File: config.mk
export PLATFORM = sky130hd
export DESIGN_NAME = edd_cfg
export DESIGN_NICKNAME = d
export VERILOG_FILES = /design/src/rtl/edd_pkg.sv /design/src/rtl/edd_cfg.sv
export SDC_FILE = /design/constraint.sdc
export NUM_CORES = 1
export LEC_CHECK = 0
export BUFFER_PORTS_ARGS = -buffer_cell sky130_fd_sc_hd__buf_4
export CAP_MARGIN = 20
export CORE_MARGIN = 8
export CORE_UTILIZATION = 40
export DETAILED_ROUTE_END_ITERATION = 6
export PLACE_DENSITY_LB_ADDON = 0.3
export SYNTH_ARGS = -nofsm -noshare
export SYNTH_HDL_FRONTEND = slang
export SYNTH_SLANG_ARGS = --single-unit
File: constraint.sdc
create_clock -name clk_i -period 2.5 [get_ports clk_i]
set_input_delay 0.5 -clock clk_i [delete_from_list [all_inputs] [get_ports clk_i]]
set_output_delay 0.5 -clock clk_i [all_outputs]
set_load 0.03 [all_outputs]
File: src/rtl/edd_pkg.sv
package edd_pkg;

  // Field and register widths
  localparam int unsigned PIX_W   = 8;
  localparam int unsigned ERR_W   = 14;
  localparam int unsigned FW_W    = 11;
  localparam int unsigned FH_W    = 13;
  localparam int unsigned TDATA_W = 8;
  localparam int unsigned APB_DW  = 32;
  localparam int unsigned APB_AW  = 3;

  // Parameter defaults
  localparam int unsigned DEF_MAX_WIDTH  = 1024;
  localparam int unsigned DEF_MAX_HEIGHT = 4096;

  // Register reset values
  localparam logic [FW_W-1:0] FW_RESET = 11'd640;
  localparam logic [FH_W-1:0] FH_RESET = 13'd480;

  // Register select, taken from paddr[2]
  localparam logic REG_FRAME_WIDTH  = 1'b0;
  localparam logic REG_FRAME_HEIGHT = 1'b1;

  typedef logic signed [ERR_W-1:0] err_t;

  // Levels in 1/16 grey-code steps
  localparam err_t WHITE_LEVEL = 14'sd4080;
  localparam err_t THRESHOLD   = 14'sd2040;

  // Position flags of the pixel in the compute stage
  typedef struct packed {
    logic first_col;
    logic last_col;
    logic last_row;
  } pos_t;

endpackage

File: src/rtl/edd_cfg.sv
module edd_cfg (
  input  logic                           clk_i,
  input  logic                           rst_ni,
  input  logic                           psel,
  input  logic                           penable,
  input  logic                           pwrite,
  input  logic [edd_pkg::APB_AW-1:0]     paddr,
  input  logic [edd_pkg::APB_DW-1:0]     pwdata,
  output logic [edd_pkg::APB_DW-1:0]     prdata,
  output logic                           pready,
  output logic [edd_pkg::FW_W-1:0]       frame_width_o,
  output logic [edd_pkg::FH_W-1:0]       frame_height_o
);
  import edd_pkg::*;

  logic [FW_W-1:0] frame_width_q, frame_width_d;
  logic [FH_W-1:0] frame_height_q, frame_height_d;
  logic            wr_en;

  assign pready = 1'b1;
  assign wr_en  = psel && penable && pwrite;

  always_comb begin
    frame_width_d  = frame_width_q;
    frame_height_d = frame_height_q;
    if (wr_en) begin
      unique case (paddr[2])
        REG_FRAME_WIDTH:  frame_width_d  = pwdata[FW_W-1:0];
        REG_FRAME_HEIGHT: frame_height_d = pwdata[FH_W-1:0];
        default: ;
      endcase
    end
  end

  always_comb begin
    unique case (paddr[2])
      REG_FRAME_WIDTH:  prdata = APB_DW'(frame_width_q);
      REG_FRAME_HEIGHT: prdata = APB_DW'(frame_height_q);
      default:          prdata = '0;
    endcase
  end

  always_ff @(posedge clk_i or negedge rst_ni) begin
    if (!rst_ni) begin
      frame_width_q  <= FW_RESET;
      frame_height_q <= FH_RESET;
    end else begin
      frame_width_q  <= frame_width_d;
      frame_height_q <= frame_height_d;
    end
  end

  assign frame_width_o  = frame_width_q;
  assign frame_height_o = frame_height_q;

endmodule

After elaboration in Yosys (flattened, before gate mapping) --
Index checks and enable logic that the tools add are counted.
Word-level totals: word-level logic and storage cells 8, output and inout bits 57, input port bits 40, latch bits 0, memory bits (writable) 0, memory bits (read-only) 0, memories 0, register bits after elaboration 24
Operators by class: multiplexer cells 1, reduce and logical (&&, ||, !) cells 4, shift-type cells 0, equal/unequal tests 0, order comparisons 0, $mul 0, add/subtract/negate cells 0, bitwise gates (word level) 1, div/mod/pow operators 0
Operator list (count):
- one-hot mux 32 bit (2 select lines) | 1
- AND reduction 2 bit | 2
- logical AND 1 bit | 2
- inverter 1 bit | 1

Depth between registers and ports, before layout --
Gate-level depths: netlist of run 1.
depth in word-level cells 3, mapped depth 3, depth with buffers taken out 2

Least setup slack after synthesis of run 1 --
OpenSTA, ideal clock, no wires.
path type in2out, start point in paddr[2] in the netlist's numbering, end point out prdata[2] in the netlist's numbering, buffers on the path 1, stages on the path 2, arrival 1.104 ns, required time 2.000 ns, path slack 0.896 ns, cells stage by stage buf_2 -> mux2_2
Between the ends: longest elaborated chain between the ends 2
Ends and longest elaborated chain:
- from (decl) | RTL line edd_cfg.sv:7 | input logic [edd_pkg::APB_AW-1:0] paddr,
- inverter 1 bit (no source line)
- one-hot mux 32 bit (2 select lines) (*) | RTL line edd_cfg.sv:36 | unique case (paddr[2])
- to (decl) | RTL line edd_cfg.sv:9 | output logic [edd_pkg::APB_DW-1:0] prdata,
Mark *: on every way between the ends. The rest lies on a longest branch, timed or not. The select of a mux whose other input is x is not followed.

Worst setup path in the final report of run 1 --
start point in paddr[2] in the netlist's numbering, end point out prdata[5] in the netlist's numbering
The elaborated chain is that of the path after synthesis.

==> impl_metrics.ini, run 1 <==
[run_status]
status = completed

[clocking]
htreeDepth = 1
cts_tree = built
clkSinkCount = 24
cts_buffers = 3
post-cts-setup-buffer-count = 0
clk_pin_slew_ns = 0.13
root_buffer = clkbuf_4
postCtsHoldBufs = 0
cts_max_path_buffers = 2
cts_resized = 0
insertion_delay_ns = 0.31

[final_layout]
multi_input_area_um2 = 578.1
finalNonFillerCells = 187
drive_gt1_share_pct = 71.33
stdcell_area_um2 = 1698
fillers = 278
area.sequential_um2 = 608.1
num_antenna_cells = 0
fin_nets = 184
syn_to_final_growth_pct = 31.37

[global_route]
grt_max_degree = 25
antenna_found_initial = 0
grt_usage_pct = 10.80
grt_pass1_wl_mm = 4.540
grt_pass1_vias = 969
grt-ovfl-total = 0

[critical_path]
cp-startpoint = paddr[2]
path_class = in2out
reg2reg_slack_ns = 1.71
r2r-end = frame_height_o[4]$_DFFE_PN0P_
crit_end = prdata[5]
timing.rr.start = frame_height_o[4]$_DFFE_PN0P_
end_kind = output port
worstRegToRegCells = 1
critPathRequiredTime_ns = 2.00
start_kind = input pin
crit_arrival_ns = 1.25
cp_max_fo = 15

[timing]
rsz0062_at_grt = false
setup_viol = 0
finalHoldViolCount = 0
fmax_mhz = 571.7
post-route-period-util_pct = 69.97
finalWorstSetupSlack_ns = 0.7508
slew_violations = 0
setup_tns_ns = 0
fin_skew_ns = 0
max_slew_margin_pct = 56.68
tightest_slew_ns = 0.6483
fin_crit_ns = 1.749

[yosys]
syn_area_um2 = 1292
synth_warnings = 0
yosysTopAreaCell = dfrtp_1
yosysTopAreaCellShare_pct = 34.85
synth_cells = 88
postSynthAreaPerCell_um2 = 14.69
ys_ff_latch = 24
ys_top_cells_by_area = dfrtp_1, mux2_4, mux2_2
synth_cell_types = 11
ys_seq_area_share_pct = 47.05

[power_and_ir_drop]
powerDensity_nw_per_um2 = 892.7
p_leak_nw = 0.9022
peakVddDrop_mv = 0.4486

[route]
wirelength_mm = 2.896
dr.first_iter.drc_count = 10
highest_layer = met4
vias = 820
drc = 0
first_pass_iters = 2
post_drt_wl_per_cell_um = 15.49
wl_met2_mm = 1.445
drtAntennaViolNets = 0
viasPerCell = 4.385
met1_length_mm = 1.099
wl_met3_um = 327

[placed_design]
dp.cells = 183
hpwlAfterDp_mm = 2.232
gp_congestion = 0.6528
dpl_cell_area_um2 = 1662
place_ws_ns = 0.5931
io_buffers = 55

[floorplanning]
die_w_um = 72.85
num_rows = 20
dieArea_um2 = 5306
ios = 97
die_h_um = 72.85
start_util_pct = 42.34
core_area_um2 = 3053

[flow_run]
drv_cap = 0

[min_path]
hp-class = in2async
-- metrics by stage --
step | total power [mW] | utilization, % | hold WS (ns)
CTS | 1.534 | 55.61 | 0.05951
detailed placement | 1.327 | 54.43 | 0.4160
finish | 1.516 | 55.61 | 0.05713
floorplan | 1.070 | - | 0.2044
global placement | 1.317 | 54.43 | 0.4116
global route | 1.587 | 55.61 | 0.05784
-- cells by family after synthesis --
group / after synthesis / share of synthesized area, %
buf+inv: 23 / 13.46
flops: 24 / 47.05
mux: 35 / 36.30
other cells: 2 / 0.5810
simple gates: 4 / 2.614
-- cell usage after synthesis (all sizes together) --
| master | number |
|---|---|
| mux2 | 35 |
| buf | 23 |
| dfrtp | 18 |
| dfstp | 6 |
| and2 | 2 |
| conb | 2 |
| nand4 | 1 |
| nand4b | 1 |
-- per-layer routing --
| metal | GRT usage [%] | vias up |
|---|---|---|
| li1 | - | 369 |
| met1 | 11.19 | 404 |
| met2 | 18.79 | 43 |
| met3 | 4.670 | 4 |
| met4 | 4.000 | 0 |
| met5 | 0 | - |
-- flip-flops by register name (all words and copies together), names as in the netlist --
name            cells
frame_height_o     13
frame_width_o      11
-- where the power goes --
| part | switching, mW | internal [mW] | total, mW | leakage, nW |
|---|---|---|---|---|
| Sequential | 0.0670 | 0.490 | 0.557 | 0.279 |
| Combinational | 0.431 | 0.325 | 0.756 | 0.602 |
| Clock | 0.114 | 0.0889 | 0.203 | 0.0210 |
| Total | 0.612 | 0.904 | 1.52 | 0.902 |
-- worst min-delay path by stage --
stage	startpoint	endpoint	slack (ns)	cells after the start
5_1_grt	rst_ni	frame_width_o[6]$_DFFE_PN0P_	0.06	1
3_5_place_dp	rst_ni	frame_height_o[0]$_DFFE_PN0P_	0.42	1
2_1_floorplan	rst_ni	frame_height_o[0]$_DFFE_PN0P_	0.20	0
3_3_place_gp	rst_ni	frame_height_o[12]$_DFFE_PN0P_	0.41	1
4_1_cts	rst_ni	frame_height_o[1]$_DFFE_PN0P_	0.06	1
6_report	rst_ni	frame_height_o[0]$_DFFE_PN0P_	0.06	1
-- placed cells by master (no fill, tap or decap) --
cell type / synthesis / routed
and2_1: 2 / 2
buf_4: 21 / 56
clkbuf_4: 0 / 3
clkbuf_8: 0 / 1
conb_1: 2 / 20
dfrtp_1: 18 / 18
dfstp_2: 6 / 6
mux2_2: 15 / 15
mux2_4: 20 / 20
nand4_2: 1 / 1
nand4b_1: 1 / 1
-- critical path, cell delays in order --
cell and delay, ns:
buf_4 0.21, mux2_2 0.37, buf_4 0.17
-- area by class of cell --
type	count	area share, %
multi-input cells	59	34.05
repair buffers	56	24.76
well taps	44	3.242
flip-flops and latches	24	35.81
clock buffers	4	2.137
Note: power is estimated with default switching activity, not from simulation.
==> run 2: changes to the inputs <==
- clock period: 2.5 -> 1.71 ns (I/O delays scaled with it)
==> run 2 against run 1 <==
  * Critical endpoint is now prdata[9]
  * Register-to-register slack got worse by 0.80 ns
  * Power increased by 46%
  * Clock power increased by 43%
  * Final cell count increased by 0.53%
  * Sequential share of layout area decreased by 0.21 points
  * Critical path type is now reg2out
  * Largest cell class unchanged
  * Via count decreased by 0.98%
  * Combinational power increased by 47%
==> impl_metrics.ini, run 2 (synthesis gave the netlist of run 1 again) <==
[run_status]
status = completed

[global_route]
grt-ovfl-total = 0
grt_max_degree = 25
grt_pass1_wl_mm = 4.560
grt_pass1_vias = 920
antenna_found_initial = 0
grt_usage_pct = 10.72

[route]
wirelength_mm = 2.885
viasPerCell = 4.319
dr.first_iter.drc_count = 24
first_pass_iters = 4
post_drt_wl_per_cell_um = 15.35
drc = 0
drtAntennaViolNets = 0
vias = 812

[critical_path]
end_kind = output port
cp_max_fo = 3
crit_arrival_ns = 1.18
path_class = reg2out
critPathRequiredTime_ns = 1.37
start_kind = register
reg2reg_slack_ns = 0.91

[final_layout]
final_cell_mix = buf_4, mux2_4, conb_1
syn_to_final_growth_pct = 32.14
num_antenna_cells = 0
final_common_cell = buf_4
largest_reg_flops = 13
fin_util_pct = 55.94
drive_gt1_share_pct = 70.83
fin_nets = 185

[clocking]
root_buffer = clkbuf_4
post-cts-setup-buffer-count = 0
cts_tree = built
clk_pin_slew_ns = 0.13
htreeDepth = 1
insertion_delay_ns = 0.30
cts_resized = 0
cts_max_path_buffers = 2
clkSinkCount = 24
postCtsHoldBufs = 1
cts_buffers = 3

[floorplanning]
core_area_um2 = 3053
num_rows = 20
die_w_um = 72.85
start_util_pct = 42.34
dieArea_um2 = 5306
ios = 97
die_h_um = 72.85

[timing]
setup_viol = 0
max_slew_margin_pct = 58.68
fmax_mhz = 658.3
finalHoldViolCount = 0
fin_skew_ns = 0
post-route-period-util_pct = 88.83
rsz0062_at_grt = false
fin_worst_hold_slack_ns = 0.2606
fin_crit_ns = 1.519
slew_violations = 0
tightest_slew_ns = 0.6183

[power_and_ir_drop]
switching_power_mw = 0.8906
power_frac_comb_pct = 49.9
swShare_pct = 40.25
powerDensity_nw_per_um2 = 1296
peakVddDrop_mv = 0.5613
p_int_mw = 1.322
pwr-share-clk_pct = 13.1
finalPower_mw = 2.213
p_leak_nw = 0.9064
seq_power_share_pct = 36.9

[flow_run]
drv_cap = 0

[placed_design]
gp_congestion = 0.6080
io_buffers = 55
hpwlAfterDp_mm = 2.274

[min_path]
hp-class = in2reg
run 2: changes by cell type in the layout (fill, tap and decap cells not counted):
cell | previous run | this run
dlygate4sd3_1 | 0 | 1
run 2: worst max-delay path: stages, from the launching register on:
cell and delay (ns):
dfstp_2 0.56, mux2_2 0.16, buf_4 0.16
run 2: power by group through the flow:
stage | Combinational (mW) | Clock (mW) | Sequential [mW]
2_1_floorplan | 0.500 | 0 | 1.06
3_3_place_gp | 1.11 | 0 | 0.818
3_5_place_dp | 1.12 | 0 | 0.827
4_1_cts | 1.12 | 0.305 | 0.820
5_1_grt | 1.15 | 0.332 | 0.837
6_report | 1.11 | 0.290 | 0.818
run 2: path summary, 6_finish.rpt:
path                                                start                             end  cells after the start
setup / recovery             frame_width_o[9]$_DFFE_PN1P_                       prdata[9]                      2
min in group asynchronous                          rst_ni    frame_width_o[1]$_DFFE_PN0P_                      2
hold reg to reg            frame_height_o[11]$_DFFE_PN0P_  frame_height_o[11]$_DFFE_PN0P_                      1
hold / removal                                 pwdata[12]  frame_height_o[12]$_DFFE_PN0P_                      2
setup reg to reg           frame_height_o[10]$_DFFE_PN0P_  frame_height_o[10]$_DFFE_PN0P_                      1
max in group asynchronous                          rst_ni   frame_height_o[8]$_DFFE_PN1P_                      2
run 2: through the flow:
stage | TNS [ns] | setup slack (ns) | instances | cell area (um2)
2_1_floorplan | 0 | 0.4222 | 106 | 1360
3_3_place_gp | -0.004783 | -0.002389 | 183 | 1662
3_5_place_dp | -0.1135 | -0.02079 | 183 | 1662
4_1_cts | 0 | 0.1766 | 188 | 1708
5_1_grt | 0 | 0.1271 | 188 | 1708
6_report | 0 | 0.1910 | 188 | 1708
run 2: area by class of cell:
cell class / instances / area (um2)
Sequential cell: 24 / 608.1
Multi-Input combinational cell: 59 / 578.1
Clock buffer: 4 / 36.28
Tap cell: 44 / 55.05
Fill cell: 278 / 1345
Timing Repair Buffer: 57 / 430.4
run 2: layer usage:
metal	vias to the layer above	global-route usage, %	share of wire, %
met5	-	0	0
met4	0	2.667	0
met3	0	3.984	9.7
met2	41	18.89	50
met1	398	11.77	40
li1	373	-	-
==> run 3: changes to the inputs <==
- CORE_UTILIZATION: 40 -> 41
- CTS_BUF_LIST: not set -> sky130_fd_sc_hd__clkbuf_4 sky130_fd_sc_hd__clkbuf_8
==> run 3 against run 2 <==
  * Maximum frequency rose by 0.57%
  * Worst hold slack worse by 0.0037 ns
  * Clock power down 7.2%
  * First-iteration DRC count decreased by 79%
  * Via count is 3.3% higher
  * Combinational power about the same
  * Critical path type unchanged
  * Highest routed layer unchanged
==> impl_metrics.ini, run 3 (synthesis gave the netlist of run 1 again) <==
[placed_design]
hpwlAfterDp_mm = 2.292
place_ws_ns = 0.2754
dp.cells = 186
dpl_cell_area_um2 = 1684
gp_congestion = 0.6073
io_buffers = 55

[clocking]
postCtsHoldBufs = 1
post-cts-setup-buffer-count = 0
cts_max_path_buffers = 2
root_buffer = clkbuf_4
cts_tree = built
insertion_delay_ns = 0.30
clkSinkCount = 24
cts_buffers = 3
htreeDepth = 1
cts_resized = 0
clk_pin_slew_ns = 0.13

[floorplanning]
die_h_um = 72.15
core_area_um2 = 3028
num_rows = 20
ios = 97
start_util_pct = 42.69
dieArea_um2 = 5205
die_w_um = 72.15

[final_layout]
fin_util_pct = 56.94
num_antenna_cells = 0
finalNonFillerCells = 191
syn_to_final_growth_pct = 33.40
multi_input_area_um2 = 578.1
fin_nets = 188
final_cell_mix = buf_4, mux2_4, conb_1
fillers = 268
drive_gt1_share_pct = 71.43
largest_reg_flops = 13
stdcell_area_um2 = 1724
area.sequential_um2 = 608.1
final_common_cell = buf_4

[power_and_ir_drop]
peakVddDrop_mv = 0.6867
powerDensity_nw_per_um2 = 1274
seq_power_share_pct = 37.2
p_int_mw = 1.301
pwr-share-clk_pct = 12.2
power_frac_comb_pct = 50.6
swShare_pct = 40.76
p_leak_nw = 0.9165
switching_power_mw = 0.8953

[route]
first_pass_iters = 2
wirelength_mm = 2.891
dr.first_iter.drc_count = 5
viasPerCell = 4.393
drc = 0
drtAntennaViolNets = 0
vias = 839
post_drt_wl_per_cell_um = 15.14

[timing]
finalWorstSetupSlack_ns = 0.1995
fin_skew_ns = 0
fin_crit_ns = 1.510
fmax_mhz = 662.0
finalHoldViolCount = 0
slew_violations = 0
setup_tns_ns = 0
setup_viol = 0
post-route-period-util_pct = 88.33
rsz0062_at_grt = false

[run_status]
status = completed

[global_route]
grt_usage_pct = 10.92
grt_max_degree = 25
antenna_found_initial = 0
grt_pass1_vias = 956
grt-ovfl-total = 0
grt_pass1_wl_mm = 4.595

[min_path]
hp-class = in2reg

[critical_path]
start_kind = register
end_kind = output port
critPathRequiredTime_ns = 1.37
cp_max_fo = 3
cp_slowest_cell = dfstp_2
path_class = reg2out
crit_arrival_ns = 1.17
worst_path_largest_cell_delay_ns = 0.57
worstPathCellList = mux2_2, buf_4
reg2reg_slack_ns = 0.92

[flow_run]
drv_cap = 0
==> run 3: changes by cell type in the layout (fill, tap and decap cells not counted), sizes merged <==
cell,delta
buf,+3
==> run 3: stage by stage <==
step | power, mW | hold slack [ns]
after floorplan | 1.564 | 0.04641
after global placement | 1.928 | 0.2521
after detailed placement | 1.946 | 0.2577
after CTS | 2.222 | 0.2487
after global routing | 2.312 | 0.2283
final | 2.197 | 0.2569
==> run 3: worst paths after layout <==
path,startpoint,to,cells past startpoint
max,frame_width_o[7]$_DFFE_PN1P_,prdata[7],2
min,pwdata[11],frame_height_o[11]$_DFFE_PN0P_,2
max reg2reg,frame_width_o[6]$_DFFE_PN0P_,frame_width_o[6]$_DFFE_PN0P_,1
min reg2reg,frame_width_o[5]$_DFFE_PN0P_,frame_width_o[5]$_DFFE_PN0P_,1
max in group asynchronous,rst_ni,frame_width_o[9]$_DFFE_PN1P_,2
min in group asynchronous,rst_ni,frame_width_o[10]$_DFFE_PN0P_,2
==> run 3: per-layer routing <==
metal,global-route usage [%],up-vias,share of wire (%)
li1,-,376,-
met1,12.83,419,40
met2,17.85,44,47
met3,5.372,0,12
met4,1.361,0,0
met5,0,-,0
==> run 3: layout make-up <==
cell class,instances,share of cell area [%]
Clock buffer,4,1.742
Multi-Input combinational cell,59,33.53
Timing Repair Buffer,60,26.27
Sequential cell,24,35.27
Tap cell,44,3.193
==> run 3: power by group through the flow <==
stage / sequential (mW) / clock, mW / combinational, mW
5_1_grt: 0.836 / 0.314 / 1.16
2_1_floorplan: 1.06 / 0 / 0.500
4_1_cts: 0.819 / 0.279 / 1.12
6_report: 0.817 / 0.269 / 1.11
3_3_place_gp: 0.819 / 0 / 1.11
3_5_place_dp: 0.827 / 0 / 1.12
==> run 3: critical path, delay by kind of cell (launching register included) <==
kind	cells	cell delay (ns)
buffers and inverters	1	0.15
DFF	1	0.57
muxes	1	0.14
