$ cat src/rtl/edd_pkg.sv
package edd_pkg;

  // Field and register widths
  localparam int unsigned PIX_W   = 8;
  localparam int unsigned ERR_W   = 14;
  localparam int unsigned FW_W    = 11;
  localparam int unsigned FH_W    = 13;
  localparam int unsigned TDATA_W = 8;
  localparam int unsigned APB_DW  = 32;
  localparam int unsigned APB_AW  = 3;

  // Parameter defaults
  localparam int unsigned DEF_MAX_WIDTH  = 1024;
  localparam int unsigned DEF_MAX_HEIGHT = 4096;

  // Register reset values
  localparam logic [FW_W-1:0] FW_RESET = 11'd640;
  localparam logic [FH_W-1:0] FH_RESET = 13'd480;

  // Register select, taken from paddr[2]
  localparam logic REG_FRAME_WIDTH  = 1'b0;
  localparam logic REG_FRAME_HEIGHT = 1'b1;

  typedef logic signed [ERR_W-1:0] err_t;

  // Levels in 1/16 grey-code steps
  localparam err_t WHITE_LEVEL = 14'sd4080;
  localparam err_t THRESHOLD   = 14'sd2040;

  // Position flags of the pixel in the compute stage
  typedef struct packed {
    logic first_col;
    logic last_col;
    logic last_row;
  } pos_t;

endpackage

$ cat src/rtl/edd_diffuse.sv
module edd_diffuse (
  input  logic                       clk_i,
  input  logic                       rst_ni,
  input  logic                       fire_i,
  input  logic [edd_pkg::PIX_W-1:0]  pixel_i,
  input  edd_pkg::pos_t              pos_i,
  input  edd_pkg::err_t              err_below_i,
  output logic                       pixel_on_o,
  output edd_pkg::err_t              wr_left_o,
  output edd_pkg::err_t              wr_here_o
);
  import edd_pkg::*;

  localparam int unsigned SUM_W  = 16;
  localparam int unsigned PROD_W = 18;

  function automatic err_t sat14(input logic signed [SUM_W-1:0] v);
    logic signed [SUM_W-1:0] lo;
    logic signed [SUM_W-1:0] hi;
    lo = -(SUM_W'(signed'(1)) <<< (ERR_W-1));
    hi = (SUM_W'(signed'(1)) <<< (ERR_W-1)) - SUM_W'(signed'(1));
    if (v < lo) return err_t'(lo);
    if (v > hi) return err_t'(hi);
    return err_t'(v);
  endfunction

  err_t rc_q, rc_d;     // 7/16 share to the right
  err_t pbl_q, pbl_d;   // pending below-left
  err_t pb_q, pb_d;     // pending below

  logic signed [SUM_W-1:0]  sum;
  err_t                     corrected, err_c;
  logic signed [PROD_W-1:0] p7, p5, p3;
  err_t                     s7, s5, s3, s1;
  err_t                     pbl_new;
  logic                     on;
  logic                     no_below;

  always_comb begin
    sum = $signed({4'b0000, pixel_i, 4'b0000}) + SUM_W'(rc_q) + SUM_W'(err_below_i);
    corrected = sat14(sum);
    on    = corrected > THRESHOLD;
    err_c = on ? (corrected - WHITE_LEVEL) : corrected;

    // x*k as shift-adds; floor division by 16 is an arithmetic shift
    p7 = (PROD_W'(err_c) <<< 3) - PROD_W'(err_c);
    p5 = (PROD_W'(err_c) <<< 2) + PROD_W'(err_c);
    p3 = (PROD_W'(err_c) <<< 1) + PROD_W'(err_c);

    no_below = pos_i.last_row;
    s7 = pos_i.last_col ? '0 : err_t'(p7 >>> 4);
    s3 = (no_below || pos_i.first_col) ? '0 : err_t'(p3 >>> 4);
    s5 = no_below ? '0 : err_t'(p5 >>> 4);
    s1 = (no_below || pos_i.last_col) ? '0 : err_t'(err_c >>> 4);

    wr_left_o = sat14(SUM_W'(pbl_q) + SUM_W'(s3));
    pbl_new   = sat14(SUM_W'(pb_q) + SUM_W'(s5));
    wr_here_o = pbl_new;

    rc_d  = rc_q;
    pbl_d = pbl_q;
    pb_d  = pb_q;
    if (fire_i) begin
      if (pos_i.last_col) begin
        rc_d  = '0;
        pbl_d = '0;
        pb_d  = '0;
      end else begin
        rc_d  = s7;
        pbl_d = pbl_new;
        pb_d  = s1;
      end
    end
  end

  assign pixel_on_o = on;

  always_ff @(posedge clk_i or negedge rst_ni) begin
    if (!rst_ni) begin
      rc_q  <= '0;
      pbl_q <= '0;
      pb_q  <= '0;
    end else begin
      rc_q  <= rc_d;
      pbl_q <= pbl_d;
      pb_q  <= pb_d;
    end
  end

endmodule

$ cat config.mk
export PLATFORM = sky130hd
export DESIGN_NAME = edd_diffuse
export DESIGN_NICKNAME = d
export VERILOG_FILES = /design/src/rtl/edd_pkg.sv /design/src/rtl/edd_diffuse.sv
export SDC_FILE = /design/constraint.sdc
export NUM_CORES = 1
export LEC_CHECK = 0
export BUFFER_PORTS_ARGS = -buffer_cell sky130_fd_sc_hd__buf_2
export CAP_MARGIN = 15
export CORE_MARGIN = 4
export CORE_UTILIZATION = 40
export DETAILED_ROUTE_END_ITERATION = 8
export PLACE_DENSITY = 0.65
export REMOVE_ABC_BUFFERS = 1
export SLEW_MARGIN = 25
export SYNTH_ARGS = -nofsm -noshare
export SYNTH_HDL_FRONTEND = slang
export SYNTH_SLANG_ARGS = --single-unit
$ cat constraint.sdc
create_clock -name clk_i -period 26.1 [get_ports clk_i]
set_input_delay 2.61 -clock clk_i [delete_from_list [all_inputs] [get_ports clk_i]]
set_output_delay 2.61 -clock clk_i [all_outputs]
set_load 0.03 [all_outputs]
### After elaboration in Yosys (flattened, before gate mapping)

Cells that the tools add are included.

* flip-flop bits (word level): 42
* word-level logic and storage cells: 48
* output and inout bits: 29

* reductions and logical operators: 2
* magnitude comparators: 7
* $add $sub $neg: 8
* multiplexer cells: 28

Operator list (number)
* $mux 14: 19
* $add 15x14->16: 2
* $add 14x14->15: 2
* $gt 15x14->1 const B: 2
* $lt 15x14->1 const B: 2
* $sub 17x14->18: 1
* $add 16x14->17: 1
* $gt 16x14->1 const B: 1
* $lt 16x14->1 const B: 1
* $add 13x14->15: 1
* $gt 14x12->1 const B: 1
* $sub 14x13->14 const B: 1
* $mux 1: 9
* $logic_or 1x1->1: 2

### Longest topological paths before layout

Gate-level depths: netlist of the first run.

* word-level depth: 18
* depth in mapped cells: 39
* gate-level depth less buffers: 38

### Worst setup path after synthesis of the first run

Ideal clock, no wire load.

* path kind: input -> output
* from: in pixel_i[0] (netlist name)
* to: out wr_left_o[12]
* stages on the path: 35
* arrival: 10664 ps
* path slack: 12826 ps
* cells stage by stage: inv_1 > fa_1 > inv_1 > ha_1 > and3_1 > a221oi_2 > o211a_1 > or4_4 > a32o_1 > a21oi_1 > clkbuf_1 > a21oi_1 > ha_1 > o21ai_0 > a31oi_4 > a21oi_2 > nand2_1 > xnor2_1 > inv_1 > ha_1 > or4_1 > o21a_1 > a21oi_1 > xor2_1 > nor2_1 > ha_1 > o21ai_0 > a21oi_1 > o21ai_0 > a21oi_1 > o31a_1 > o31ai_1 > a21oi_1 > nor2_1 > o21ai_0

* cells in the longest elaborated chain, start to end: 17
* elaborated cells between the ends (all ways): 24

Ends and longest elaborated chain
* start: declaration: RTL line edd_diffuse.sv:5 `input logic [edd_pkg::PIX_W-1:0] pixel_i,`
* $add 13x14->15 *: RTL line edd_diffuse.sv:40 `sum = $signed({4'b0000, pixel_i, 4'b0000}) + SUM_W'(rc_q) + SUM_W'(err_below_i);`
* $add 15x14->16 *: RTL line edd_diffuse.sv:40
* $gt 16x14->1: RTL line edd_diffuse.sv:23 `if (v > hi) return err_t'(hi);`
* $mux 1 (2 in a row): RTL line edd_diffuse.sv:23
* $mux 14: RTL line edd_diffuse.sv:24 `return err_t'(v);`
* $mux 14 *: RTL line edd_diffuse.sv:23
* $gt 14x12->1 *: RTL line edd_diffuse.sv:42 `on = corrected > THRESHOLD;`
* named net pixel_on_o: RTL line edd_diffuse.sv:8 `output logic pixel_on_o,`
* $mux 14 *: RTL line edd_diffuse.sv:43 `err_c = on ? (corrected - WHITE_LEVEL) : corrected;`
* $add 15x14->16 *: RTL line edd_diffuse.sv:48 `p3 = (PROD_W'(err_c) <<< 1) + PROD_W'(err_c);`
* $mux 14 *: RTL line edd_diffuse.sv:52 `s3 = (no_below || pos_i.first_col) ? '0 : err_t'(p3 >>> 4);`
* $add 14x14->15 *: RTL line edd_diffuse.sv:56 `wr_left_o = sat14(SUM_W'(pbl_q) + SUM_W'(s3));`
* $gt 15x14->1: RTL line edd_diffuse.sv:23
* $mux 1 (2 in a row): RTL line edd_diffuse.sv:23
* $mux 14: RTL line edd_diffuse.sv:24
* $mux 14 *: RTL line edd_diffuse.sv:23
* end: declaration: RTL line edd_diffuse.sv:9 `output edd_pkg::err_t wr_left_o,`

Mark *: on every way through the listed nets, which the timed path passes. The rest lies on a longest branch. The select of a mux whose other input is x is not followed.

### Worst setup path in the final report of the first run

* from: in pixel_i[0] (netlist name)
* to: out wr_left_o[9]

* cells in the longest elaborated chain, start to end: 17
* elaborated cells between the ends (all ways): 24

Ends and longest elaborated chain (RTL line)
* $add 13x14->15 *: edd_diffuse.sv:40
* $add 15x14->16 *: edd_diffuse.sv:40
* $gt 16x14->1: edd_diffuse.sv:23
* $mux 1 (2 in a row): edd_diffuse.sv:23
* $mux 14: edd_diffuse.sv:24
* $mux 14 *: edd_diffuse.sv:23
* $sub 14x13->14 / $gt 14x12->1 (equally long branches): edd_diffuse.sv:43, edd_diffuse.sv:42
* $mux 14 *: edd_diffuse.sv:43
* $add 15x14->16 *: edd_diffuse.sv:48
* $mux 14 *: edd_diffuse.sv:52
* $add 14x14->15 *: edd_diffuse.sv:56
* $gt 15x14->1: edd_diffuse.sv:23
* $mux 1 (2 in a row): edd_diffuse.sv:23
* $mux 14: edd_diffuse.sv:24
* $mux 14 *: edd_diffuse.sv:23

Mark *: on every way between the ends. The rest lies on a longest branch, timed or not. The select of a mux whose other input is x is not followed.

==> summary.md, run 1 <==
| Metric | Value |
|---|---|
| Status | complete, no violations |
| Post-synth EDFFs | 0 |
| CTS H-tree lvls | 2 |
| Setup TNS | 0 ns |
| Startpoint Class | input pin |
| Crit path buf inv count | 5 |
| Cts bufs inserted | 5 |
| Max-slew violation count | 0 |
| Dpl cells | 921 |
| Post-layout min period | 14.69 ns |
| Post-route DRC | 0 |
| Final setup fails | 0 |
| YS warnings | 0 |
| Number of global-route vias before repair | 5,060 |
| Hold Buf Count CTS | 0 |
| Non-Filler Instances | 929 |
| Yosys top cell by area | ha_1 |
| Final worst path period share | 56.3% |
| Rel. slew slack | 45.3% |
| Reg clk slew, reported paths | 0.06 ns |
| Postcts setup bufs | 0 |
| DR iter-0 viols | 355 |
| Routed wire length | 15,100 um |
| # rows | 43 |
| Largest stage delay on the critical path | 0.67 ns |
| CTS tree | done |
| Nets | 873 |
| Footprint of the multi-input gates | 0.00444 mm^2 |
| PortBufs | 56 |
| Critical-path top delay cell | a21oi_1 |
| CP arrival | 12.08 ns |
| Die W | 127 um |
| Worst Setup Path Type | input pin to output port |
| Area contributors post-synth | ha_1 (19%), dfrtp_1 (17%), a21oi_1 (4.9%), xnor2_1 (4.8%), nor2_1 (4.4%) |
| Syn_area_per_cell | 8.09 um^2 |
| Largest net degree at the start of global routing | 39 |
| Worst skew pair latency | 0.29 ns |
| Overflow after GRT | 0 |
| Cell with the most instances after synthesis | ha_1 |
| Ant diodes | 0 |
| Top cell type's share of synthesized area | 19.0% |
| Mapped cell area | 0.00566 mm^2 |
| Area Overhead vs Synth | 11.7% |
| Upper clock frequency limit | 0.0681 GHz |
| WP data required | 23.49 ns |
| Cells after Synth | 700 |
| Layout cells sized above 1 | 12.4% |
| Max FO, Critical Path | 13 |
| Most Used Layer, Global Route | met2 |
| Vias per cell | 5.66 |
| Die ar. | 0.0161 mm^2 |
| Top post-synthesis cells by count | ha_1 (86), nor2_1 (66), a21oi_1 (55), inv_1 (55), o21ai_0 (47) |
| Die height | 127 um |
| Core area | 0.0139 mm^2 |
| Post-DP HPWL | 12,100 um |
| Yosys cell types | 74 |
| Crit. End Element | output port |
| Sinks on Clock Net | 38 |
| RePlAce Congestion | 0.927 |
| Routed Antenna Nets | 0 |
| Reg area | 951 um^2 |
| Max Cap Violations | 0 |
| Total track usage | 19.0% |
| First-pass GRT wire length | 25,000 um |
| Critical path's top delay family | compound AO/OA/AOI/OAI gates |
| Effective utilization at floorplan | 40.8% |
| FFs w/ async S/R, synth | 100% |
| Top Ports | 57 |
| #FFs+latches synth | 38 |
| Initial DRT Pass Iterations | 4 |
| Antenna violations before repair | 0 |
| CTS Buffer Depth | 2 |
| Hold Path Class | flip-flop to flip-flop |
| # fillers | 1,417 |
| Sequential element share of the synthesized area | 16.8% |
| Routing usage on met1 | 26.7% |
| Final hold slack | 0.497 ns |
| Clk_skew | 0.00589 ns |
| Unrepaired setup endpoints after global routing | false |
| Global routing usage on met3 | 2.80% |
| PostCTS Resize Cnt | 0 |
| Met2 usage | 30.5% |
| Tightest Pin Transition | 0.817 ns |
| WL per Instance | 16.2 um |
| CTS Root Cell | clkbuf_16 |
| Via count | 5,254 |
| Synth Flop Type | dfrtp_1 |
| Hold Fails Final Rpt | 0 |
-- kinds of logic (layout without fill, tap and decap cells) --
family                   count (synthesis)  in the layout  share of synthesized area (%)
flip-flops                              38             38                           16.8
AO/OA/AOI/OAI                          234            234                           29.6
XOR/XNOR                                50             50                           7.87
adder cells (fa/ha/maj)                 97             97                           22.9
AND/OR/NAND/NOR                        206            206                           17.6
buffers and inverters                   73            122                           4.86
multiplexers                             2              2                          0.376
-- flip-flops by register name, summed over array words and instances, names as in the netlist --
register  count
pbl_q        14
pb_q         10
rc_q         14
-- metal layers --
layer / wire (um) / up-vias
li1: - / 2668
met5: 0 / -
met1: 7330 / 2447
met4: 316 / 0
met3: 539 / 26
met2: 6910 / 113
-- per-stage QoR --
| stage | area, um^2 | utilization (%) | setup slack [ns] |
|---|---|---|---|
| after detailed placement | 6120 | 44.1 | 11.59 |
| after global routing | 6320 | 45.5 | 10.46 |
| after floorplan | 5590 | - | 12.55 |
| after global placement | 6120 | 44.1 | 11.63 |
| after CTS | 6320 | 45.5 | 11.50 |
| final | 6320 | 45.5 | 11.41 |
-- worst register-to-register path: cells and delay by family, from the launching register on --
family | cells | cell delay, ns
compound gates | 20 | 4.97
simple gates | 6 | 1.79
fa+ha+maj | 5 | 1.70
flops | 1 | 0.43
buf+inv | 2 | 0.27
xor+xnor | 1 | 0.24
-- layout by cell type, fill, tap and decap left out, drive strengths merged, types with 5 or more instances in the layout --
master	count
a211oi	5
a21o	15
a21oi	58
a22o	20
a31oi	9
and3	7
buf	59
clkbuf	6
dfrtp	38
fa	11
ha	86
inv	55
nand2	43
nand2b	14
nand3	16
nor2	66
nor2b	10
nor3	20
nor4	5
o211ai	9
o21a	12
o21ai	50
o2bb2ai	9
xnor2	32
xor2	18
-- final cells by class --
type | count | area share, %
timing repair buffer | 59 | 4.83
sequential | 38 | 15.0
tap | 180 | 3.56
clock buffer | 6 | 2.20
inverter | 55 | 3.27
multi-input combinational | 589 | 70.2
clock inverter | 2 | 0.950
-- path summary, 6_finish.rpt --
path / end / from / cells after the start / slack, ns
max: wr_left_o[9] / pixel_i[0] / 39 / 11.41
max reg2reg: pbl_q[8] / rc_q[6] / 34 / 16.60
min reg2reg: pb_q[0] / pb_q[0] / 1 / 0.50
min in group asynchronous: rc_q[6] / rst_ni / 1 / 2.30
max in group asynchronous: pbl_q[6] / rst_ni / 1 / 23.42
min: pb_q[0] / pb_q[0] / 1 / 0.50
Power of run 1 is not shown: default switching activity piles up to over one toggle a cycle in this logic, so the estimate is an artifact.
==> inputs of run 2 (changes only) <==
ABC_AREA = 1   (was default)
PLACE_DENSITY = 0.64   (was 0.65)
clock period = 15.3 ns   (was 26.1 ns; I/O delays follow)
==> summary.md, run 2 <==
| Metric | Value |
|---|---|
| Mapped cell area | 0.00662 mm^2 (+17%) |
| Hold Fails Final Rpt | 0 (unchanged) |
| WL met2 | 8320 um (+20%) |
| Reg clk slew, reported paths | 0.06 ns (about the same) |
| Synth Area in XOR/XNOR | 4.76% (-3.1 points) |
| DR iter-0 viols | 511 (+44%) |
| Fin area | 0.00729 mm^2 (+15%) |
| Compound-Gate Fraction of Synth Area | 16.4% (-13 points) |
| Layout cells sized above 1 | 13.6% (+1.2 points) |
| Core area | 0.0161 mm^2 (+16%) |
| Upper clock frequency limit | 0.0982 GHz |
| Die height | 137 um (+7.6%) |
| Ant diodes | 0 (unchanged) |
| CTS H-tree lvls | 2 (unchanged) |
| Syn_area_per_cell | 6.42 um^2 (-21%) |
| Total track usage | 20.0% (+0.96 points) |
| Fin worst setup slack | 5.12 ns (-6.29 ns) |
| Main combinational cell family by area after synthesis | simple AND/OR/NAND/NOR gates |
| PortBufs | 56 (unchanged) |
| Post-route DRC | 0 (unchanged) |
| Commonest non-fill, non-tap cells in the layout | nand2_1 (284), inv_1 (110), a21oi_1 (103) |
| Post-layout min period | 10.18 ns |
| Pre-CTS WS | 5.19 ns (-6.40 ns) |
| Effective utilization at floorplan | 41.2% (+0.43 points) |
| Clk_skew | 0.0124 ns (+0.00655 ns) |
| Final setup fails | 0 (unchanged) |
| RePlAce Congestion | 0.940 (+1.5%) |
| Post-synth EDFFs | 0 (unchanged) |
| WP data required | 13.77 ns (-9.72 ns) |
| # rows | 46 (+7.0%) |
| Postcts setup bufs | 0 (unchanged) |
| Top Ports | 57 (unchanged) |
| Yosys cell types | 49 (-34%) |
| Routed wire length | 18,300 um (+21%) |
| Sequential element share of the synthesized area | 14.4% (-2.4 points) |
| Nets | 1,207 (+38%) |
| Cell with the most instances after synthesis | nand2_1 |
| Antenna violations before repair | 0 (unchanged) |
| Post-Route M1 WL | 8910 um (+22%) |
| Synth Area in Adders | 19.6% (-3.3 points) |
| Routed Antenna Nets | 0 (unchanged) |
| Max Cap Violations | 0 (unchanged) |
| Area contributors post-synth | ha_1 (16%), nand2_1 (16%), dfrtp_1 (14%), a21oi_1 (7.8%), inv_1 (6.2%) |
| PostCTS Resize Cnt | 0 (unchanged) |
| FFs w/ async S/R, synth | 100% (unchanged) |
| Rel. slew slack | 38.6% (-6.8 points) |
| Routed met3 length | 830 um (+54%) |
| Largest net degree at the start of global routing | 39 (unchanged) |
| CP arrival | 8.65 ns (-3.43 ns) |
| Largest stage delay on the critical path | 0.42 ns (-0.25 ns) |
| Crit. End Element | output port |
| Initial DRT Pass Iterations | 6 (+2) |
| Finished Core Util | 45.4% (-0.13 points) |
| Top layer in use | met4 |
| Status | complete, no violations |
| Unrepaired setup endpoints after global routing | false |
| Startpoint Class | input pin |
| WL per Instance | 14.1 um (-13%) |
| Sinks on Clock Net | 38 (unchanged) |
| Hold Path Class | flip-flop to flip-flop |
| Die W | 137 um (+7.6%) |
| First-pass GRT wire length | 30,200 um (+21%) |
| Proportion of synthesized area in mux cells | 0% (-0.38 points) |
| Via count | 6,696 (+27%) |
| CTS Root Cell | clkbuf_16 |
| Regs by FF count | pbl_q x14, rc_q x14, pb_q x10 |
| Worst Setup Path Type | input pin to output port |
| Die ar. | 0.0187 mm^2 (+16%) |
| CTS tree | done |
| #FFs+latches synth | 38 (unchanged) |
| Vias per cell | 5.15 (-8.9%) |
| Cts bufs inserted | 5 (unchanged) |
| Hold Buf Count CTS | 0 (unchanged) |
| Max FO, Critical Path | 15 (+2) |
| Setup TNS | 0 ns (unchanged) |
| Final worst path period share | 66.5% |
| CTS Buffer Depth | 2 (unchanged) |
| Top cell type's share of synthesized area | 16.3% (-2.7 points) |
| Critical-path top delay cell | fa_1 |
| Post-Synth Simple-Gate Area | 36.3% (+19 points) |
| Synth Flop Type | dfrtp_1 |
| Area Overhead vs Synth | 10.2% |
| Tightest Pin Transition | 0.921 ns (+0.104 ns) |
| Overflow after GRT | 0 (unchanged) |
| Cells after Synth | 1,031 (+47%) |
| YS warnings | 0 (unchanged) |
| Yosys top cell by area | ha_1 |
| Post-DP HPWL | 15,500 um (+29%) |
| Max-slew violation count | 0 (unchanged) |
| Number of global-route vias before repair | 6,199 (+23%) |
| Worst skew pair latency | 0.30 ns (about the same) |
| Commonest non-fill, non-tap cell in the layout | nand2_1 |
| Area post-placement | 0.00710 mm^2 (+16%) |
| Top post-synthesis cells by count | nand2_1 (284), inv_1 (110), a21oi_1 (103) |
[run 2: cell types whose count changed after synthesis, sizes merged, moves of 16 or more]
cell   before  now
a22o       20    2
nand2      43  327
xnor2      32   10
inv        55  126
a21oi      58  106
nor2       66   85
o21ai      50   66
nand3      16   77
[run 2: final timing paths]
path / from / to / slack (ns) / cells past startpoint
worst max-delay path: err_below_i[1] / wr_here_o[6] / 5.12 / 43
worst min-delay path: rc_q[12] / rc_q[12] / 0.49 / 2
worst max register to register: rc_q[1] / pbl_q[6] / 7.94 / 42
worst min register to register: rc_q[12] / rc_q[12] / 0.49 / 2
max in group asynchronous: rst_ni / rc_q[8] / 13.35 / 1
min in group asynchronous: rst_ni / pbl_q[12] / 1.37 / 1
[run 2: area by class of cell]
type,count,area [um^2]
clock inverters,3,68.8
multi-input cells,851,5100
inverters,128,480
fillers,1702,8760
repair buffers,58,295
clock buffers,5,125
well taps,216,270
flip-flops and latches,38,951
[run 2: through the flow]
step	hold slack [ns]	instances
after floorplan	0.453	1017
after global placement	0.476	1291
after detailed placement	0.479	1291
after CTS	0.496	1299
after global routing	0.523	1299
final	0.492	1299
[run 2: layer usage]
layer / vias to the layer above / GRT usage (%)
met5: - / 0
met4: 0 / 3.92
met3: 15 / 2.17
met2: 158 / 33.0
met1: 3009 / 28.4
li1: 3514 / -
[run 2: cell families after synthesis]
kind of cell | after synthesis
adders and majority gates | 97
and+or+nand+nor | 519
DFF | 38
xor gates and xnor gates | 36
buffers and inverters | 142
AOI/OAI and AO/OA | 199
[run 2: worst max-delay path, delay by kind of cell]
kind / cells / cell delay (ns)
buffers and inverters: 5 / 0.64
adders and majority gates: 6 / 1.83
AOI/OAI and AO/OA: 10 / 2.02
and+or+nand+nor: 22 / 2.66
Power of run 2 is left out for the same reason.
==> inputs of run 3 (changes only) <==
clock period = 10.19 ns   (was 15.3 ns; I/O delays follow)
==> summary.md, run 3 (synthesis results as in run 2) <==
| Metric | Value |
|---|---|
| Regs by FF count | pbl_q x14, rc_q x14, pb_q x10 |
| Total track usage | 20.2% (+0.20 points) |
| First-pass GRT wire length | 30,600 um (+1.3%) |
| Layout cells sized above 1 | 13.7% (+0.080 points) |
| Startpoint Class | input pin |
| Critical path depth | 44 (+2.3%) |
| Post-DP HPWL | 15,600 um (+0.61%) |
| Sinks on Clock Net | 38 (unchanged) |
| Hold Path Class | flip-flop to flip-flop |
| PortBufs | 56 (unchanged) |
| Final worst path period share | 90.5% |
| Fin area | 0.00732 mm^2 (+0.38%) |
| Nets | 1,208 (+0.083%) |
| Crit path buf inv count | 6 (+1) |
| Hold Buf Count CTS | 0 (unchanged) |
| Worst r2r path cells | 44 (+4.8%) |
| RePlAce Congestion | 0.939 (-0.12%) |
| Routed Antenna Nets | 0 (unchanged) |
| Setup TNS | 0 ns (unchanged) |
| Hold Fails Final Rpt | 0 (unchanged) |
| Max Cap Violations | 0 (unchanged) |
| Largest net degree at the start of global routing | 39 (unchanged) |
| Number of global-route vias before repair | 6,271 (+1.2%) |
| Worst skew pair latency | 0.30 ns (about the same) |
| Via count | 6,755 (+0.88%) |
| Worst Setup Path Type | input pin to output port |
| Final setup fails | 0 (unchanged) |
| Initial DRT Pass Iterations | 5 (-1) |
| Cts bufs inserted | 5 (unchanged) |
| Vias per cell | 5.20 (+0.80%) |
| # fillers | 1,685 (-1.0%) |
| Area post-placement | 0.00710 mm^2 (unchanged) |
| Clk_skew | 0.00971 ns (-0.00273 ns) |
| Reg clk slew, reported paths | 0.06 ns (about the same) |
| Crit. End Element | output port |
| Commonest non-fill, non-tap cell in the layout | nand2_1 |
| PostCTS Resize Cnt | 0 (unchanged) |
| Commonest non-fill, non-tap cells in the layout | nand2_1 (284), inv_1 (110), a21oi_1 (103) |
| Top Ports | 57 (unchanged) |
| Largest stage delay on the critical path | 0.42 ns (about the same) |
| Post-route DRC | 0 (unchanged) |
| CTS tree | done |
| Critical-path top delay cell | fa_1 |
| Area Overhead vs Synth | 10.6% |
| Tightest Pin Transition | 0.667 ns (-0.254 ns) |
| Status | complete, no violations |
| Die ar. | 0.0187 mm^2 (unchanged) |
| Die W | 137 um (unchanged) |
| Max FO, Critical Path | 15 (unchanged) |
| Routed wire length | 18,400 um (+0.67%) |
| Die height | 137 um (unchanged) |
| WHS Path Cells | 2 (unchanged) |
| Effective utilization at floorplan | 41.2% (unchanged) |
| Post-layout min period | 9.22 ns |
| Max-slew violation count | 0 (unchanged) |
| CP arrival | 8.20 ns (-0.45 ns) |
| WL per Instance | 14.2 um (+0.59%) |
| Unrepaired setup endpoints after global routing | false |
| Ant diodes | 0 (unchanged) |
| CTS H-tree lvls | 2 (unchanged) |
| Upper clock frequency limit | 0.108 GHz |
| DR iter-0 viols | 489 (-4.3%) |
| Rel. slew slack | 55.4% (+17 points) |
| Postcts setup bufs | 0 (unchanged) |
| WP data required | 9.17 ns (-4.60 ns) |
| Core area | 0.0161 mm^2 (unchanged) |
| # rows | 46 (unchanged) |
| Overflow after GRT | 0 (unchanged) |
| CTS Buffer Depth | 2 (unchanged) |
| CTS Root Cell | clkbuf_16 |
| Antenna violations before repair | 0 (unchanged) |
| Critical path's top delay family | simple AND/OR/NAND/NOR gates |
## run 3: cell count changes in the layout (fill, tap and decap cells not counted), sizes merged
cell	delta
buf	+1
## run 3: per-layer routing
metal | global-route usage [%] | routed length [um] | vias up
li1 | - | - | 3510
met1 | 29.3 | 9050 | 3101
met2 | 32.9 | 8470 | 132
met3 | 1.73 | 685 | 12
met4 | 3.86 | 203 | 0
met5 | 0 | 0 | -
## run 3: tightest hold or removal path, stage by stage, from the launching register on
cell and delay [ns]:
dfrtp_1 0.35, nand2_1 0.05, nand2_1 0.05
## run 3: layout make-up
type | count | area [um^2] | area share (%)
clock inverter | 3 | 68.8 | 0.940
clock buffer | 5 | 125 | 1.71
multi-input combinational | 851 | 5100 | 69.7
timing repair buffer | 59 | 323 | 4.41
sequential | 38 | 951 | 13.0
tap | 216 | 270 | 3.69
inverter | 128 | 480 | 6.56
## run 3: path summary, 6_finish.rpt
| kind | slack (ns) | end | start |
|---|---|---|---|
| min in group asynchronous | 0.74 | pbl_q[12] | rst_ni |
| max reg2reg | 2.75 | pbl_q[1] | rc_q[1] |
| min | 0.49 | pbl_q[12] | pbl_q[12] |
| min reg2reg | 0.49 | pbl_q[12] | pbl_q[12] |
| max | 0.97 | wr_here_o[6] | err_below_i[1] |
| max in group asynchronous | 8.93 | pb_q[3] | rst_ni |
## run 3: metrics by stage
step / instances / worst slack (ns) / utilization [%] / hold WS (ns)
global placement: 1291 / 1.15 / 44.2 / 0.476
floorplan: 1017 / 2.04 / - / 0.453
global route: 1300 / 0.410 / 45.6 / 0.517
finish: 1300 / 0.969 / 45.6 / 0.489
CTS: 1299 / 1.04 / 45.4 / 0.495
detailed placement: 1291 / 1.05 / 44.2 / 0.479
Power of run 3 is left out for the same reason.
